[src/rtl/tle_pkg.sv]
// Package for the EUC_2D tour length block: widths, limits, state types,
// the request and response structs of the edge unit, and the saturating add.
// No dependencies.
`default_nettype none

package tle_pkg;

  localparam int unsigned COORD_W   = 15;
  localparam int unsigned LEN_W     = 16;
  localparam int unsigned SUM_W     = 33;
  localparam int unsigned SQ_W      = 31;   // dx*dx+dy*dy < 2^31
  localparam int unsigned MAX_CITIES = 131072;
  localparam int unsigned EDGE_MAX  = 46340;
  localparam logic [SUM_W-1:0] SUM_MAX = SUM_W'(64'(MAX_CITIES) * 64'(EDGE_MAX));

  // Top-level sequencer
  typedef enum logic [1:0] {
    T_IDLE,
    T_EDGE,
    T_CLOSE,
    T_WRITE
  } tour_state_t;

  // Edge unit sequencer
  typedef enum logic [2:0] {
    E_IDLE,
    E_SQX,
    E_SQY,
    E_ROOT,
    E_ROUND
  } edge_state_t;

  typedef struct packed {
    logic               start;
    logic [COORD_W-1:0] ax;
    logic [COORD_W-1:0] ay;
    logic [COORD_W-1:0] bx;
    logic [COORD_W-1:0] by;
  } tle_edge_req_t;

  typedef struct packed {
    logic             done;
    logic [LEN_W-1:0] len;
  } tle_edge_rsp_t;

  // Add an edge to the sum, clamp at SUM_MAX
  function automatic logic [SUM_W-1:0] sat_add(input logic [SUM_W-1:0] a,
                                               input logic [LEN_W-1:0] b);
    logic [SUM_W:0] t;
    t = {1'b0, a} + (SUM_W+1)'(b);
    return (t > {1'b0, SUM_MAX}) ? SUM_MAX : t[SUM_W-1:0];
  endfunction

endpackage

`default_nettype wire

[src/rtl/tle_city_if.sv]
// Input channel of the tour length block: one city per transfer.
// Depends on tle_pkg.
`default_nettype none

interface tle_city_if import tle_pkg::*; ();
  logic               valid;
  logic               ready;
  logic [COORD_W-1:0] city_x;
  logic [COORD_W-1:0] city_y;
  logic               last_city;

  modport source (output valid, output city_x, output city_y, output last_city,
                  input ready);
  modport sink   (input valid, input city_x, input city_y, input last_city,
                  output ready);
endinterface

`default_nettype wire

[src/rtl/tle_result_if.sv]
// Output channel of the tour length block: one result per transfer.
// Depends on tle_pkg.
`default_nettype none

interface tle_result_if import tle_pkg::*; ();
  logic             valid;
  logic             ready;
  logic [LEN_W-1:0] edge_length;
  logic [LEN_W-1:0] closing_length;
  logic [SUM_W-1:0] tour_length;
  logic             tour_done;

  modport source (output valid, output edge_length, output closing_length,
                  output tour_length, output tour_done, input ready);
  modport sink   (input valid, input edge_length, input closing_length,
                  input tour_length, input tour_done, output ready);
endinterface

`default_nettype wire

[src/rtl/tle_edge.sv]
// Edge unit: rounded Euclidean distance between two points, computed with
// one shared squarer and a bit-pair integer square root. Depends on tle_pkg.
`default_nettype none

module tle_edge import tle_pkg::*; (
  input  logic          clk,
  input  logic          rst,
  input  tle_edge_req_t req,
  output tle_edge_rsp_t rsp
);

  edge_state_t state, state_next;

  logic [COORD_W-1:0]   dx;
  logic [COORD_W-1:0]   dy;
  logic [SQ_W-1:0]      rem;
  logic [SQ_W-1:0]      root;
  logic [SQ_W-1:0]      bitv;
  logic [COORD_W-1:0]   mul_op;
  logic [2*COORD_W-1:0] prod;
  logic [SQ_W:0]        trial;
  logic                 can_start;

  assign can_start = (state == E_IDLE) || (state == E_ROUND);

  // Shared squarer: dx in the first pass, dy in the second
  assign mul_op = (state == E_SQX) ? dx : dy;
  assign prod   = mul_op * mul_op;
  assign trial  = {1'b0, root} + {1'b0, bitv};

  // Next state
  always_comb begin
    state_next = state;
    case (state)
      E_IDLE:  if (req.start) state_next = E_SQX;
      E_SQX:   state_next = E_SQY;
      E_SQY:   state_next = E_ROOT;
      E_ROOT:  if (bitv[0]) state_next = E_ROUND;
      E_ROUND: state_next = req.start ? E_SQX : E_IDLE;
      default: state_next = E_IDLE;
    endcase
  end

  // Outputs: round half up, rem holds s - r*r after the root
  always_comb begin
    rsp.done = (state == E_ROUND);
    rsp.len  = root[LEN_W-1:0] + LEN_W'(rem > root);
  end

  always_ff @(posedge clk) begin
    if (rst) begin
      state <= E_IDLE;
    end else begin
      state <= state_next;
    end
  end

  // Datapath
  always_ff @(posedge clk) begin
    case (state)
      E_SQX: begin
        rem <= SQ_W'(prod);
      end
      E_SQY: begin
        rem  <= rem + SQ_W'(prod);
        root <= '0;
        bitv <= SQ_W'(1) << (SQ_W - 1);
      end
      E_ROOT: begin
        // Take one result bit per step
        if ({1'b0, rem} >= trial) begin
          rem  <= rem - trial[SQ_W-1:0];
          root <= (root >> 1) + bitv;
        end else begin
          root <= root >> 1;
        end
        bitv <= bitv >> 2;
      end
      default: ;
    endcase
    if (can_start && req.start) begin
      dx <= (req.ax > req.bx) ? req.ax - req.bx : req.bx - req.ax;
      dy <= (req.ay > req.by) ? req.ay - req.by : req.by - req.ay;
    end
  end

endmodule

`default_nettype wire

[src/rtl/tour_length_euc2d.sv]
// Tour length block: controller, tour state, running sum and result register.
// Depends on tle_pkg, tle_city_if, tle_result_if and tle_edge.
//
// Usage: cities of a closed tour arrive in tour order on the city channel,
// the final one flagged by last_city. Every city gives one transfer on the
// result channel: edge_length from the previous city (0 for a tour's first
// city); on the final city also closing_length back to the first city, the
// saturating tour_length and tour_done. After the final city the block
// starts a fresh tour.
// Sequencing: the edge unit squares dx and dy on its one multiplier, then
// takes 16 square-root steps of one bit each and a rounding step. On the
// final city the closing edge follows the city's own edge; the first city
// of a tour needs no edge. city.ready is high only while the controller is
// idle, so a new city is taken only after the last one has been written.
// Reset (rst, synchronous) clears the tour and empties the result register.
// A stalled receiver holds the result register; the block still takes and
// works on the next city, and waits only to write its result.
`default_nettype none

module tour_length_euc2d import tle_pkg::*; (
  input  logic       clk,
  input  logic       rst,
  tle_city_if.sink   city,
  tle_result_if.source result
);

  tour_state_t state, state_next;

  tle_edge_req_t edge_req;
  tle_edge_rsp_t edge_rsp;

  logic [COORD_W-1:0] first_x, first_y;
  logic [COORD_W-1:0] prev_x, prev_y;
  logic [COORD_W-1:0] cur_x, cur_y;
  logic               cur_last;
  logic               tour_started;
  logic [SUM_W-1:0]   running_sum;
  logic [LEN_W-1:0]   edge_len;
  logic [LEN_W-1:0]   close_len;
  logic [SUM_W-1:0]   total;
  logic               take;
  logic               out_free;

  assign take     = city.valid && city.ready;
  assign out_free = !result.valid || result.ready;

  tle_edge u_edge (
    .clk (clk),
    .rst (rst),
    .req (edge_req),
    .rsp (edge_rsp)
  );

  // Next state
  always_comb begin
    state_next = state;
    case (state)
      T_IDLE:  if (take) state_next = tour_started ? T_EDGE : T_WRITE;
      T_EDGE:  if (edge_rsp.done) state_next = cur_last ? T_CLOSE : T_WRITE;
      T_CLOSE: if (edge_rsp.done) state_next = T_WRITE;
      T_WRITE: if (out_free) state_next = T_IDLE;
      default: state_next = T_IDLE;
    endcase
  end

  // Outputs: ready and edge unit requests
  always_comb begin
    city.ready     = (state == T_IDLE);
    edge_req.start = 1'b0;
    edge_req.ax    = prev_x;
    edge_req.ay    = prev_y;
    edge_req.bx    = city.city_x;
    edge_req.by    = city.city_y;
    case (state)
      T_IDLE: begin
        edge_req.start = take && tour_started;
      end
      T_EDGE: begin
        edge_req.start = edge_rsp.done && cur_last;
        edge_req.ax    = cur_x;
        edge_req.ay    = cur_y;
        edge_req.bx    = first_x;
        edge_req.by    = first_y;
      end
      default: ;
    endcase
  end

  always_ff @(posedge clk) begin
    if (rst) begin
      state        <= T_IDLE;
      tour_started <= 1'b0;
      running_sum  <= '0;
      first_x      <= '0;
      first_y      <= '0;
      prev_x       <= '0;
      prev_y       <= '0;
      result.valid <= 1'b0;
    end else begin
      state <= state_next;
      // Load a new result or drop the one just transferred
      if ((state == T_WRITE) && out_free) begin
        result.valid <= 1'b1;
      end else if (result.valid && result.ready) begin
        result.valid <= 1'b0;
      end
      case (state)
        T_IDLE: begin
          // Open a tour on its first city
          if (take && !tour_started) begin
            first_x      <= city.city_x;
            first_y      <= city.city_y;
            running_sum  <= '0;
            tour_started <= 1'b1;
          end
        end
        T_EDGE: begin
          if (edge_rsp.done) begin
            running_sum <= sat_add(running_sum, edge_rsp.len);
          end
        end
        T_WRITE: begin
          // Advance the tour and drop it after its final city
          if (out_free) begin
            prev_x       <= cur_x;
            prev_y       <= cur_y;
            if (cur_last) begin
              tour_started <= 1'b0;
              running_sum  <= '0;
              first_x      <= '0;
              first_y      <= '0;
            end
          end
        end
        default: ;
      endcase
    end
  end

  // Payload registers
  always_ff @(posedge clk) begin
    case (state)
      T_IDLE: begin
        if (take) begin
          cur_x     <= city.city_x;
          cur_y     <= city.city_y;
          cur_last  <= city.last_city;
          edge_len  <= '0;
          close_len <= '0;
          total     <= '0;
        end
      end
      T_EDGE: begin
        if (edge_rsp.done) begin
          edge_len <= edge_rsp.len;
        end
      end
      T_CLOSE: begin
        if (edge_rsp.done) begin
          close_len <= edge_rsp.len;
          total     <= sat_add(running_sum, edge_rsp.len);
        end
      end
      T_WRITE: begin
        if (out_free) begin
          result.edge_length    <= edge_len;
          result.closing_length <= cur_last ? close_len : '0;
          result.tour_length    <= cur_last ? total : '0;
          result.tour_done      <= cur_last;
        end
      end
      default: ;
    endcase
  end

endmodule

`default_nettype wire

[src/flat_wrapper.sv]
// flat-port wrapper written by rule: the top's interface ports become plain ports
module tour_length_euc2d_flat import tle_pkg::*;
  (clk, rst, city_valid, city_city_x, city_city_y, city_last_city, city_ready, result_valid, result_edge_length, result_closing_length, result_tour_length, result_tour_done, result_ready);
  tle_city_if city_i ();
  tle_result_if result_i ();
  input  logic clk;
  input  logic rst;
  input wire logic [$bits(city_i.valid)-1:0] city_valid;
  input wire logic [$bits(city_i.city_x)-1:0] city_city_x;
  input wire logic [$bits(city_i.city_y)-1:0] city_city_y;
  input wire logic [$bits(city_i.last_city)-1:0] city_last_city;
  output wire logic [$bits(city_i.ready)-1:0] city_ready;
  output wire logic [$bits(result_i.valid)-1:0] result_valid;
  output wire logic [$bits(result_i.edge_length)-1:0] result_edge_length;
  output wire logic [$bits(result_i.closing_length)-1:0] result_closing_length;
  output wire logic [$bits(result_i.tour_length)-1:0] result_tour_length;
  output wire logic [$bits(result_i.tour_done)-1:0] result_tour_done;
  input wire logic [$bits(result_i.ready)-1:0] result_ready;
  assign city_i.valid = city_valid;
  assign city_i.city_x = city_city_x;
  assign city_i.city_y = city_city_y;
  assign city_i.last_city = city_last_city;
  assign city_ready = city_i.ready;
  assign result_valid = result_i.valid;
  assign result_edge_length = result_i.edge_length;
  assign result_closing_length = result_i.closing_length;
  assign result_tour_length = result_i.tour_length;
  assign result_tour_done = result_i.tour_done;
  assign result_i.ready = result_ready;
  tour_length_euc2d u_core (.clk(clk), .rst(rst), .city(city_i), .result(result_i));
endmodule
[config.mk]
export PLATFORM = sky130hd
export DESIGN_NAME = tour_length_euc2d_flat
export DESIGN_NICKNAME = d
export VERILOG_FILES = /design/src/rtl/tle_pkg.sv /design/src/rtl/tle_city_if.sv /design/src/rtl/tle_result_if.sv /design/src/rtl/tle_edge.sv /design/src/rtl/tour_length_euc2d.sv /design/src/flat_wrapper.sv
export SDC_FILE = /design/constraint.sdc
export NUM_CORES = 1
export LEC_CHECK = 0
export ABC_AREA = 1
export BUFFER_PORTS_ARGS = -buffer_cell sky130_fd_sc_hd__buf_2
export CAP_MARGIN = 0
export CORE_MARGIN = 1
export CORE_UTILIZATION = 40
export DETAILED_ROUTE_END_ITERATION = 10
export SLEW_MARGIN = 30
export SYNTH_ARGS = -nofsm -noshare
export SYNTH_HDL_FRONTEND = slang
export SYNTH_SLANG_ARGS = --single-unit
[constraint.sdc]
create_clock -name clk -period 12.2 [get_ports clk]
set_input_delay 1.22 -clock clk [delete_from_list [all_inputs] [get_ports clk]]
set_output_delay 1.22 -clock clk [all_outputs]
set_load 0.01 [all_outputs]
Word level (Yosys, flattened, before mapping):

Cells that the tools add are included.

* add/subtract/negate cells: 10
* $mul: 1
* magnitude comparators: 5
* equal/unequal tests: 16
* muxes and demuxes: 45
* reductions and logical operators: 29

Operators by type and width (count)
* 33-bit two-way mux: 6
* 31-bit one-hot mux with 2 select lines: 2
* 15-bit two-way mux: 7
* 33-bit one-hot mux with 3 select lines: 1
* 31-bit one-hot mux with 3 select lines: 1
* 33-bit one-hot mux with 2 select lines: 1
* 16-bit one-hot mux with 2 select lines: 2
* 31-bit two-way mux: 2
* 60-bit two-way mux: 1
* 15-bit one-hot mux with 2 select lines: 2
* 15-bit subtractor: 4
* 33-bit by 16-bit adder with 34-bit output: 1
* 34-bit by 33-bit > comparator with 1-bit output, second input constant: 1
* 31-bit by 31-bit adder with 32-bit output: 1
* 31-bit by 32-bit greater-or-equal comparator with 1-bit output: 1
* 16-bit two-way mux: 2
* 30-bit by 31-bit adder with 31-bit output: 1
* 31-bit by 30-bit adder with 31-bit output: 1
* 31-bit > comparator: 1
* 31-bit subtractor: 1
* 15-bit > comparator: 2
* 15-bit by 15-bit multiplier with 30-bit output: 1
* 16-bit by 1-bit adder with 16-bit output: 1
* 3-bit one-hot mux with 5 select lines: 1
* 23 further kinds: 62

* register bits after elaboration: 385
* input bits: 35
* output and inout bits: 68
* word-level logic and storage cells: 130

Logic depth before layout (Yosys ltp):

* word-level depth: 7
* mapped depth: 52
* mapped depth without buffers: 49

Hierarchy:

A second synthesis with hierarchy kept.

* cell total of the unflattened synthesis: 4395
* area, all modules: 32650.1 sq um

Modules (own cells, without submodules)
* tle_edge: times used 1, cells an instance 2882, area each 20383.3 sq um, seq. area each 3303.2 sq um
* tour_length_euc2d: times used 1, cells an instance 1513, area each 12266.8 sq um, seq. area each 6806.5 sq um

Worst setup path before layout:

OpenSTA, ideal clock, no wires.

* path type: register -> register
* start: register u_core.u_edge.state[0]
* end: register u_core.u_edge.rem[28] (data pin)
* library setup time: 334 ps
* arrival: 8190 ps
* required time: 11866 ps
* slack: 3676 ps
* stages on the path, launching flop included: 48
* buffers on the path: 2
* period minus slack after synthesis: 8524 ps
* cell sequence: dfxtp_1 inv_2 nor2_4 nand2_2 buf_6 clkbuf_1 o21ai_1 clkinv_1 nor2_1 inv_1 fa_1 inv_1 fa_1 fa_1 fa_1 fa_1 inv_1 fa_1 (+12 left out) nor2_1 nand2_1 inv_1 nor2_1 o21ai_1 nand2_1 ha_1 nand2_1 nor2_1 inv_1 nor3_1 nand3_1 nand3_1 a21oi_1 o21bai_1 xor2_1 nand2_1 o21ai_0

* longest elaborated chain between the ends: 5
* elaborated cells between the ends (all ways): 7
* classes of those cells: add/sub: 1; mul: 1; eq/ne: 3; mux: 2

RTL lines
* start, declared: line tle_edge.sv:12 `edge_state_t state, state_next;`
* start signal, assigned: line tle_edge.sv:54 `state <= state_next;`
* 3-bit by 1-bit == test with 1-bit output: line tle_edge.sv:27, tle_edge.sv:60
* 15-bit two-way mux: line tle_edge.sv:27 `assign mul_op = (state == E_SQX) ? dx : dy;`
* 15-bit by 15-bit multiplier with 30-bit output: line tle_edge.sv:28 `assign prod = mul_op * mul_op;`
* 31-bit by 30-bit adder with 31-bit output: line tle_edge.sv:65 `rem <= rem + SQ_W'(prod);`
* 31-bit one-hot mux with 3 select lines *: line tle_edge.sv:60 `case (state)`
* end signal, assigned: line tle_edge.sv:62 `rem <= SQ_W'(prod);`
* end signal, assigned: line tle_edge.sv:65
* end signal, assigned: line tle_edge.sv:72 `rem <= rem - trial[SQ_W-1:0];`
* end, declared: line tle_edge.sv:16 `logic [SQ_W-1:0] rem;`

Mark *: on every way between the ends. The rest lies on a longest branch, timed or not.
A chain may end at the register's enable or synchronous reset.

Final worst setup path:

* start: register u_core.u_edge.state[0]
* end: register u_core.u_edge.rem[29] (data pin)

Same word-level chain as after synthesis.

==> qor.yml <==
status: "finished clean"
cts_setup_buffers: 0
detail_route.first_pass.iterations: 6
hold_path_startpoint: "u_core.edge_len[5]"
place_inst: 5424
cts_buffers: 43
slowest_delay_ns: 0.68
cp_max_fo: 30
ys.flop_type: "edfxtp_1"
dieArea_mm2: 0.0831
worstSkewPairLatency_ns: 0.60
gp_congestion: 0.922
finalHoldViolations: 0
synth_compound_area_frac: 0.105
vias: 27475
initial_utilization: 0.406
drt-total-wl_mm: 87.4
ys_ff_latch: 370
fmax_ghz: 0.103
required_ns: 12.53
start_kind: "flip-flop"
io_buffers: 102
grt_pass1_wl_mm: 140
cp_top_family: "adder cells"
crit_top_cell: "nand2_1"
crit_path_end_kind: "flip-flop"
final_cell_mix: "1070 x nand2_1, 741 x inv_1, 389 x nor2_1"
grt_usage: 0.210
r2r_cells: 42
syn_area_mm2: 0.0328
holdBufCountCts: 0
synth_area_leaders: "edfxtp_1 25%, nand2_1 12%, ha_1 11%"
n_antenna_cell: 0
rrSetupSlack_ns: 2.50
fin_nets: 4881
root_buffer: "clkbuf_16"
arrival_ns: 10.03
worstSetupPathType: "flip-flop to flip-flop"
hold_end: "u_core.result.edge_length[5]"
synth_mux_area_frac: 0.00195
antenna_found_initial: 0
setup_tns_ns: 0
cts_resized: 0
yosysWarnings: 0
yosysSeqAreaShare: 0.308
min_period_ns: 9.70
fin_crit_sh: 0.795
synthXorXnorAreaFrac: 0.0366
postLayoutCellArea_mm2: 0.0357
row_count: 104
r2r_start: "u_core.u_edge.state[0]"
syn_to_final_growth_pct: 8.81
cp-startpoint: "u_core.u_edge.state[0]"
synth_nets: 4839
drtIter0Drc: 1816
synth_fa_ha_area_frac: 0.200
tightest_slew_ns: 0.884
gr-total-overflow: 0
io_pins: 103
htreeDepth: 2
grt_pass1_vias: 25977
yosys.area.top_type_share: 0.247
cap_violations: 0
rsz0062_at_grt: "false"
layout-drive-gt1-share: 0.0772
cts_tree: "done"
cts.sinks: 370
dieHeight_um: 288
finalClockSkew_ns: 0.0296
clk_pin_slew_worst_paths_ns: 0.06
synthCells: 4367
place_area_mm2: 0.0343
yosys.area_share.simple: 0.243
die_w_um: 288
instances_no_fill: 5504
ant_nets: 0
syn_avg_cell_area_um2: 7.51
final_common_cell: "nand2_1"
min_path_cells: 0
cts_buffer_depth: 3
synth.distinct_cells: 65
hp-class: "flip-flop to flip-flop"
core_area_mm2: 0.0808
drv_slew: 0
post-route-drc-count: 0
holdWs_ns: 0.415
worst_path_max_delay_cell: "o21ai_1"
synth_top_family_by_area: "simple AND/OR/NAND/NOR gates"
vias_per_cell: 4.99
ys_async_sr_fraction: 0
synth_edf_count: 270
detailed_place_hpwl_mm: 67.6
timing.rr.end: "u_core.u_edge.rem[29]"
grt_max_degree: 71
path_buf_inv: 6
num-fill-cells: 8259
slew_headroom: 0.407
yosys.area.top_type: "edfxtp_1"
avgRoutedWirePerCell_um: 15.9
setup_viol: 0
==> how the worst max path moves through the flow <==
stage                                  endpoint  slack [ns]  depth (start not counted)
after detailed placement  u_core.u_edge.rem[29]        2.52                         42
after CTS                 u_core.u_edge.rem[29]        2.53                         42
after floorplan           u_core.u_edge.rem[28]        3.68                         47
after global placement    u_core.u_edge.rem[28]        2.82                         45
after global routing      u_core.u_edge.rem[29]        1.56                         42
final                     u_core.u_edge.rem[29]        2.50                         42
==> metal layers <==
metal  share of wire  routed length, µm  global-route usage  vias to the layer above
met3           0.053               4620              0.0323                       70
met5               0                  0                   0                        -
met4           0.014               1220              0.0392                        0
met1            0.48              41700               0.296                    12788
li1                -                  -                   -                    14063
met2            0.46              39800               0.342                      554
==> cell type report <==
type	count	area (µm²)	share of cell area
well taps	1060	1330	0.0372
repair buffers	122	663	0.0186
clock inverters	28	245	0.00687
flip-flops and latches	370	10100	0.283
multi-input cells	3099	19300	0.540
inverters	773	2900	0.0814
clock buffers	52	1150	0.0322
==> sequential cells by signal, summed over array words and instances, names as in the netlist, 16 cells and up <==
| signal | count |
|---|---|
| u_core.close_len | 16 |
| u_core.edge_len | 16 |
| u_core.result.closing_length | 16 |
| u_core.result.edge_length | 16 |
| u_core.result.tour_length | 33 |
| u_core.running_sum | 33 |
| u_core.total | 33 |
| u_core.u_edge.bitv | 16 |
| u_core.u_edge.rem | 31 |
| u_core.u_edge.root | 31 |
==> stage by stage <==
stage	util	setup slack, ns
final	0.442	2.50
after floorplan	-	3.68
after global placement	0.424	2.82
after detailed placement	0.424	2.52
after global routing	0.442	1.56
after CTS	0.442	2.53
==> logic make-up (layout without fill, tap and decap cells) <==
group,after synthesis,count (layout)
fa+ha+maj,437,437
flops,370,370
buf+inv,898,975
simple gates,1888,1888
xor+xnor,136,136
compound gates,632,632
mux,6,6
==> worst register-to-register path, delay by kind of cell, from the launching register on <==
family	cells	cell delay [ns]
AOI/OAI and AO/OA	10	2.05
adders and majority gates	8	3.74
xor gates and xnor gates	1	0.15
buffers and inverters	6	0.82
DFF	1	0.36
and+or+nand+nor	17	2.35
==> cells in the mapped netlist, drive strengths merged (6+ instances only) <==
cell type / instances
a21o: 9
dfxtp: 100
or2: 65
nand3b: 16
edfxtp: 270
clkbuf: 101
inv: 762
nand2: 1090
a21oi: 302
nand3: 217
o211ai: 11
clkinv: 11
xor2: 99
o21bai: 17
a31oi: 27
xnor2: 37
fa: 145
nand4: 35
buf: 24
ha: 292
o21ai: 225
nor4: 6
nor2: 414
nor3: 39
Power is left out: the tool's default activity adds up to more than one toggle a clock period on the data nets, which glitch-free logic cannot reach.
